--- src/sv/nsc_pkg.sv ---
// nsc_pkg: shared types, constants and helper functions of the natural string compare
`timescale 1ns / 1ps
`default_nettype none

package nsc_pkg;

  // buffer geometry
  localparam int MAX_LEN   = 256;
  localparam int LEN_W     = $clog2(MAX_LEN + 1);
  localparam int ADDR_W    = $clog2(MAX_LEN);
  localparam int ART_BYTES = 4;
  localparam int ART_W     = 8 * ART_BYTES;

  // result width and saturation bound
  localparam int DIFF_W     = 10;
  localparam int DIFF_LIMIT = 256;
  localparam logic signed [DIFF_W-1:0] DIFF_ZERO    = DIFF_W'(0);
  localparam logic signed [DIFF_W-1:0] DIFF_ONE     = DIFF_W'(1);
  localparam logic signed [DIFF_W-1:0] DIFF_NEG_ONE = -DIFF_ONE;
  localparam logic signed [DIFF_W-1:0] DIFF_HI      = DIFF_W'(DIFF_LIMIT);
  localparam logic signed [DIFF_W-1:0] DIFF_LO      = -DIFF_HI;

  // command codes
  localparam logic [2:0] CMD_APPEND_A = 3'd0;
  localparam logic [2:0] CMD_APPEND_B = 3'd1;
  localparam logic [2:0] CMD_NULL_A   = 3'd2;
  localparam logic [2:0] CMD_NULL_B   = 3'd3;
  localparam logic [2:0] CMD_COMPARE  = 3'd4;

  // character codes
  localparam logic [7:0] CH_NUL      = 8'h00;
  localparam logic [7:0] CH_ZERO     = "0";
  localparam logic [7:0] CH_NINE     = "9";
  localparam logic [7:0] CH_UP_A     = "A";
  localparam logic [7:0] CH_UP_Z     = "Z";
  localparam logic [7:0] CH_SPACE    = " ";
  localparam logic [7:0] CH_LO_A     = "a";
  localparam logic [7:0] CH_LO_E     = "e";
  localparam logic [7:0] CH_LO_H     = "h";
  localparam logic [7:0] CH_LO_N     = "n";
  localparam logic [7:0] CH_LO_T     = "t";
  localparam logic [7:0] CASE_OFFSET = 8'h20;

  // channel payloads
  typedef struct packed {
    logic [2:0] command;
    logic [7:0] char_code;
  } in_item_t;

  typedef struct packed {
    logic signed [DIFF_W-1:0] difference;
    logic                     overflowed;
  } out_item_t;

  // controller states
  typedef enum logic [3:0] {
    ST_IDLE,
    ST_ART_RD,
    ST_ART_EV,
    ST_ART_SET,
    ST_CH_RD,
    ST_CH_EV,
    ST_ZS_RD,
    ST_ZS_EV,
    ST_RN_RD,
    ST_RN_EV,
    ST_RN_CMP,
    ST_DG_RD,
    ST_DG_EV,
    ST_FINISH
  } state_t;

  // scan pointer operations
  typedef enum logic [1:0] {
    PTR_HOLD,
    PTR_ZERO,
    PTR_ARTICLE,
    PTR_STEP
  } ptr_op_t;

  // digit run end pointer operations
  typedef enum logic [1:0] {
    RUN_HOLD,
    RUN_LOAD,
    RUN_STEP
  } run_op_t;

  // result register sources
  typedef enum logic [2:0] {
    RES_HOLD,
    RES_ABSENT,
    RES_END,
    RES_CHAR,
    RES_RUN
  } res_src_t;

  // controller to datapath commands
  typedef struct packed {
    logic     item_take;
    ptr_op_t  ptr_op;
    run_op_t  run_op;
    logic     step_a;
    logic     step_b;
    logic     sel_run;
    logic     art_shift;
    res_src_t res_src;
    logic     out_load;
  } ctrl_cmd_t;

  // datapath to controller status
  typedef struct packed {
    logic absent_any;
    logic end_a;
    logic end_b;
    logic digit_a;
    logic digit_b;
    logic zero_a;
    logic zero_b;
    logic char_ne;
    logic art_last;
    logic run_ne;
    logic digits_done;
    logic out_free;
  } dp_stat_t;

  function automatic logic [7:0] to_lower(input logic [7:0] c);
    logic [7:0] r;
    r = c;
    if (c >= CH_UP_A && c <= CH_UP_Z) begin
      r = c + CASE_OFFSET;
    end
    return r;
  endfunction

  function automatic logic is_digit(input logic [7:0] c);
    return (c >= CH_ZERO) && (c <= CH_NINE);
  endfunction

  // leading article length; first byte sits in the top byte of the word
  function automatic logic [LEN_W-1:0] article_len(input logic [ART_W-1:0] w);
    logic [7:0]       b0;
    logic [7:0]       b1;
    logic [7:0]       b2;
    logic [7:0]       b3;
    logic [LEN_W-1:0] n;
    b0 = to_lower(w[ART_W-1 -: 8]);
    b1 = to_lower(w[ART_W-9 -: 8]);
    b2 = to_lower(w[ART_W-17 -: 8]);
    b3 = to_lower(w[ART_W-25 -: 8]);
    n  = LEN_W'(0);
    if (b0 == CH_LO_T && b1 == CH_LO_H && b2 == CH_LO_E && b3 == CH_SPACE) begin
      n = LEN_W'(4);
    end else if (b0 == CH_LO_A && b1 == CH_LO_N && b2 == CH_SPACE) begin
      n = LEN_W'(3);
    end else if (b0 == CH_LO_A && b1 == CH_SPACE) begin
      n = LEN_W'(2);
    end
    return n;
  endfunction

endpackage

`default_nettype wire

--- src/sv/nsc_ctrl.sv ---
// nsc_ctrl: state machine that sequences loads and the compare walk
`timescale 1ns / 1ps
`default_nettype none

module nsc_ctrl (
  input  wire logic               clk,
  input  wire logic               rst_n,
  input  wire logic               in_valid,
  input  wire logic [2:0]         command,
  output logic                    in_ready,
  input  wire nsc_pkg::dp_stat_t  stat,
  output nsc_pkg::ctrl_cmd_t      cmd
);
  import nsc_pkg::*;

  state_t state_r;
  state_t state_nxt;

  // state register
  always_ff @(posedge clk) begin
    if (!rst_n) begin
      state_r <= ST_IDLE;
    end else begin
      state_r <= state_nxt;
    end
  end

  // next state
  always_comb begin
    state_nxt = state_r;
    unique case (state_r)
      ST_IDLE: begin
        if (in_valid && command == CMD_COMPARE) begin
          state_nxt = stat.absent_any ? ST_FINISH : ST_ART_RD;
        end
      end
      ST_ART_RD:  state_nxt = ST_ART_EV;
      ST_ART_EV:  state_nxt = stat.art_last ? ST_ART_SET : ST_ART_RD;
      ST_ART_SET: state_nxt = ST_CH_RD;
      ST_CH_RD:   state_nxt = ST_CH_EV;
      ST_CH_EV: begin
        priority if (stat.end_a || stat.end_b) begin
          state_nxt = ST_FINISH;
        end else if (stat.digit_a && stat.digit_b) begin
          state_nxt = ST_ZS_RD;
        end else if (stat.char_ne) begin
          state_nxt = ST_FINISH;
        end else begin
          state_nxt = ST_CH_RD;
        end
      end
      ST_ZS_RD:  state_nxt = ST_ZS_EV;
      ST_ZS_EV:  state_nxt = (stat.zero_a || stat.zero_b) ? ST_ZS_RD : ST_RN_RD;
      ST_RN_RD:  state_nxt = ST_RN_EV;
      ST_RN_EV:  state_nxt = (stat.digit_a || stat.digit_b) ? ST_RN_RD : ST_RN_CMP;
      ST_RN_CMP: state_nxt = stat.run_ne ? ST_FINISH : ST_DG_RD;
      ST_DG_RD:  state_nxt = stat.digits_done ? ST_CH_RD : ST_DG_EV;
      ST_DG_EV:  state_nxt = stat.char_ne ? ST_FINISH : ST_DG_RD;
      ST_FINISH: state_nxt = stat.out_free ? ST_IDLE : ST_FINISH;
      default:   state_nxt = ST_IDLE;
    endcase
  end

  // command outputs
  always_comb begin
    in_ready      = 1'b0;
    cmd           = '0;
    cmd.ptr_op    = PTR_HOLD;
    cmd.run_op    = RUN_HOLD;
    cmd.res_src   = RES_HOLD;
    unique case (state_r)
      ST_IDLE: begin
        in_ready = 1'b1;
        if (in_valid) begin
          if (command == CMD_COMPARE) begin
            if (stat.absent_any) begin
              cmd.res_src = RES_ABSENT;
            end else begin
              cmd.ptr_op = PTR_ZERO;
            end
          end else begin
            cmd.item_take = 1'b1;
          end
        end
      end
      ST_ART_EV: begin
        cmd.art_shift = 1'b1;
        if (!stat.art_last) begin
          cmd.ptr_op = PTR_STEP;
          cmd.step_a = 1'b1;
          cmd.step_b = 1'b1;
        end
      end
      ST_ART_SET: begin
        cmd.ptr_op = PTR_ARTICLE;
      end
      ST_CH_EV: begin
        priority if (stat.end_a || stat.end_b) begin
          cmd.res_src = RES_END;
        end else if (stat.digit_a && stat.digit_b) begin
          cmd.res_src = RES_HOLD;
        end else if (stat.char_ne) begin
          cmd.res_src = RES_CHAR;
        end else begin
          cmd.ptr_op = PTR_STEP;
          cmd.step_a = 1'b1;
          cmd.step_b = 1'b1;
        end
      end
      ST_ZS_EV: begin
        cmd.ptr_op = PTR_STEP;
        cmd.step_a = stat.zero_a;
        cmd.step_b = stat.zero_b;
        if (!stat.zero_a && !stat.zero_b) begin
          cmd.run_op = RUN_LOAD;
        end
      end
      ST_RN_RD: begin
        cmd.sel_run = 1'b1;
      end
      ST_RN_EV: begin
        cmd.sel_run = 1'b1;
        cmd.run_op  = RUN_STEP;
        cmd.step_a  = stat.digit_a;
        cmd.step_b  = stat.digit_b;
      end
      ST_RN_CMP: begin
        if (stat.run_ne) begin
          cmd.res_src = RES_RUN;
        end
      end
      ST_DG_EV: begin
        if (stat.char_ne) begin
          cmd.res_src = RES_CHAR;
        end else begin
          cmd.ptr_op = PTR_STEP;
          cmd.step_a = 1'b1;
          cmd.step_b = 1'b1;
        end
      end
      ST_FINISH: begin
        cmd.out_load = stat.out_free;
      end
      ST_ART_RD, ST_CH_RD, ST_ZS_RD, ST_DG_RD: begin
        cmd.res_src = RES_HOLD;
      end
      default: begin
        in_ready = 1'b0;
      end
    endcase
  end

endmodule

`default_nettype wire

--- config.mk ---
export PLATFORM = sky130hd
export DESIGN_NAME = nsc_ctrl
export DESIGN_NICKNAME = d
export VERILOG_FILES = /design/src/sv/nsc_pkg.sv /design/src/sv/nsc_ctrl.sv
export SDC_FILE = /design/constraint.sdc
export NUM_CORES = 1
export LEC_CHECK = 0
export BUFFER_PORTS_ARGS = -buffer_cell sky130_fd_sc_hd__buf_2
export CAP_MARGIN = 20
export CORE_MARGIN = 5
export CORE_UTILIZATION = 40
export CTS_CLUSTER_DIAMETER = 150
export DETAILED_ROUTE_END_ITERATION = 8
export MAX_ROUTING_LAYER = met4
export PLACE_DENSITY = 0.78
export SLEW_MARGIN = 20
export SYNTH_ARGS = -nofsm -noshare
export SYNTH_HDL_FRONTEND = slang
export SYNTH_SLANG_ARGS = --single-unit
--- constraint.sdc ---
create_clock -name clk -period 2 [get_ports clk]
set_clock_uncertainty 0.15 [all_clocks]
set_input_delay 0.4 -clock clk [delete_from_list [all_inputs] [get_ports clk]]
set_output_delay 0.4 -clock clk [all_outputs]
set_load 0.03 [all_outputs]
==> impl_results.md <==
- Status: finished with violations
- Failing checks: negative setup slack
- Placed cell areas: 903.4 um^2
- Post-synth top area cell: dfxtp_1
- Reg clk slew, reported paths: 0.05 ns
- DRC viols: 0
- # port buffers: 31
- Leading post-synthesis cells by cell area: dfxtp_1 (14%), o21ai_0 (6.0%), nor2_1 (5.8%), nand3_1 (5.2%), nand2_1 (4.5%)
- Crit path DAT: 1.71 ns
- Grt total ovfl: 0
- Final Util: 83.77%
- Yosys warnings: 0
- Clk Tree Root Cell: clkbuf_4
- Worst setup path class: reg -> out
- CP peak stage delay: 0.37 ns
- WP buf/inv: 1
- # diodes: 0
- Detail Route Antenna Nets: 0
- CTS Sinks: 4
- R2r setup slk: 0.08 ns
- Cells after Synth: 85
- Vias in the first global route: 799
- Synth unique cells: 37
- Largest delay share family, worst path: simple AND/OR/NAND/NOR gates
- Final setup fails: 8
- Initial core utilization: 43.53%
- Die ar.: 2313 um^2
- Non-filler instance count after layout: 154
- Final-report hold violation count: 0
- CTS H-tree depth: 1
- Post-synth top area share: 13.79%
- Initial DRC count: 38
- Post-DP HPWL: 1727 um
- Layout Nets: 159
- Pwr Density: 1007 nW/um^2
- Core area: 1334 um^2
- Via-per-instance ratio: 6.500
- Largest fanout on the critical path: 4
- Cts bufs inserted: 3
- Worst setup SP type: flop
- Crit path time final: 2.255 ns
- Area Growth Syn to Fin: 92.46%
- RSZ-0062 raised after global routing: yes
- Cells along the critical path: nand4bb_4 > nor4b_4 > o2bb2ai_2 > a221o_1 > buf_6
- DR vias: 1001
- Clk_lat worst skew: 0.26 ns
- Mean Syn Cell Area: 6.830 um^2
- Fmax: 0.4434 GHz
- Worst-margin pin slew: 0.4199 ns
- Rows: 13
- Die extent in x: 48.10 um
- Initial antenna violation count: 0
- Fin crit share: 112.8%
- Leak pwr: 0.4974 nW
- Hold-fix buffers, CTS: 0
- Design area: 1117 um^2
- Gr usage total: 22.90%
- Worst Path Required: 1.45 ns
- Worst Setup End Kind: output pin
- Share of cells above drive strength 1: 58.27%
- Die H: 48.10 um
- Dpl cells: 148
- Gpl congestion: 0.9497
- TritonCTS clock tree: done
- Largest net degree at the start of global routing: 16
- Biggest register: state_r
- Synth Net Count: 103
- Total power draw: 1.125 mW
- Largest register FFs: 4
- Worst min-delay path class: in -> reg
- Slew Limit Fails: 0
- Routed length per instance: 20.67 um
- Slowest stage cell, crit path: nor4b_4
- Post-synthesis cell area: 580.6 um^2
- Biggest regs: state_r x4
- Max Cap Viol: 0
- Longest Clk Path Bufs: 2
- First-pass GRT wire length: 3567 um
- Peak VDD IR: 673.7 uV
- Sequential share of the synthesized area: 13.79%
- Final setup margin: -0.2553 ns
- Seq cells post-synth: 4
- Ports: 32
- Pre-antenna DRT Iters: 5
- Relative slew margins: 71.95%
- Post-Route WL: 3183 um
-- metal layers --
metal,up-vias,wire [um],track usage [%]
met1,472,1224,25.88
met2,82,1563,41.69
li1,431,-,-
met4,0,91,4.301
met3,16,304,4.428
met5,-,0,-
-- cells in the final DEF, fill, tap and decap left out, types with 2 or more instances in the layout --
| master | instances |
|---|---|
| nor3b_1 | 3 |
| and2_1 | 2 |
| dfxtp_2 | 3 |
| o21ai_0 | 5 |
| nor2_1 | 9 |
| a21oi_1 | 3 |
| nand3_1 | 5 |
| a221o_1 | 2 |
| buf_4 | 24 |
| nand2_1 | 6 |
| a31oi_1 | 3 |
| buf_2 | 21 |
| inv_1 | 5 |
| o21ai_1 | 2 |
| clkbuf_4 | 3 |
| buf_6 | 10 |
| a21o_1 | 3 |
| a21oi_2 | 3 |
-- cell families after synthesis --
| group | count (synthesis) | share of synthesized area [%] |
|---|---|---|
| simple gates | 42 | 43.97 |
| compound gates | 30 | 34.48 |
| buf+inv | 9 | 7.758 |
| flops | 4 | 13.79 |
-- per-stage QoR --
step / setup slack, ns / hold WS [ns] / setup TNS, ns
finish: -0.2553 / 0.3617 / -1.384
global placement: -0.09566 / 0.6025 / -0.3177
global route: -0.3289 / 0.3575 / -1.907
detailed placement: -0.1442 / 0.6164 / -0.5135
floorplan: -0.0004875 / 0.4090 / -0.0004875
CTS: -0.1530 / 0.3594 / -0.7871
-- repair_timing --
action                     4_1_cts  5_1_grt
pin swaps                        7        4
gates resized for setup         29       18
setup buffers                    1        2
setup endpoints to repair        9       11
-- cell type report --
type                    instances  area (um^2)
clock buffers                   3        22.52
fillers                        78        216.5
multi-input cells              72        571.8
well taps                      15        18.77
inverters                       5        18.77
flip-flops and latches          4        87.58
repair buffers                 55        397.9
-- synthesized netlist by cell type --
master and number:
nor2_1 9, nand2_1 7, o21ai_0 7, nand3_1 6, a21oi_1 5, inv_1 5
dfxtp_1 4, a21o_1 3, a31oi_1 3, buf_2 3, nor3b_1 3, a221o_1 2
and2_1 2, nor2b_1 2, o2bb2ai_1 2, a211oi_1 1, a21boi_0 1, a21oi_2 1
a22oi_1 1, a32oi_1 1, and3_1 1, and4_1 1, and4bb_2 1, buf_6 1
nand2b_1 1, nand4b_1 1, nand4bb_1 1, nor3_1 1, nor3_2 1, nor4_2 1
nor4b_1 1, nor4bb_1 1, o21a_1 1, o21ai_1 1, o22a_1 1, or3_1 1
or4_4 1
-- where the power goes --
group | internal (mW) | switching (mW)
Combinational | 0.373 | 0.494
Sequential | 0.112 | 0.0323
Clock | 0.0680 | 0.0453
Total | 0.553 | 0.572
-- path summary, 6_finish.rpt --
kind | startpoint | end | depth (start not counted)
hold / removal | stat[11] | state_r[3] | 3
setup reg to reg | state_r[1] | state_r[1] | 8
hold reg to reg | state_r[0] | state_r[2] | 4
setup / recovery | state_r[3] | cmd[7] | 5
-- tightest hold or removal path, delay by kind of cell --
kind,cells,cell delay (ns)
AOI/OAI and AO/OA,1,0.10
buffers and inverters,1,0.13
and+or+nand+nor,1,0.08
Note: power is estimated with default switching activity, not from simulation.
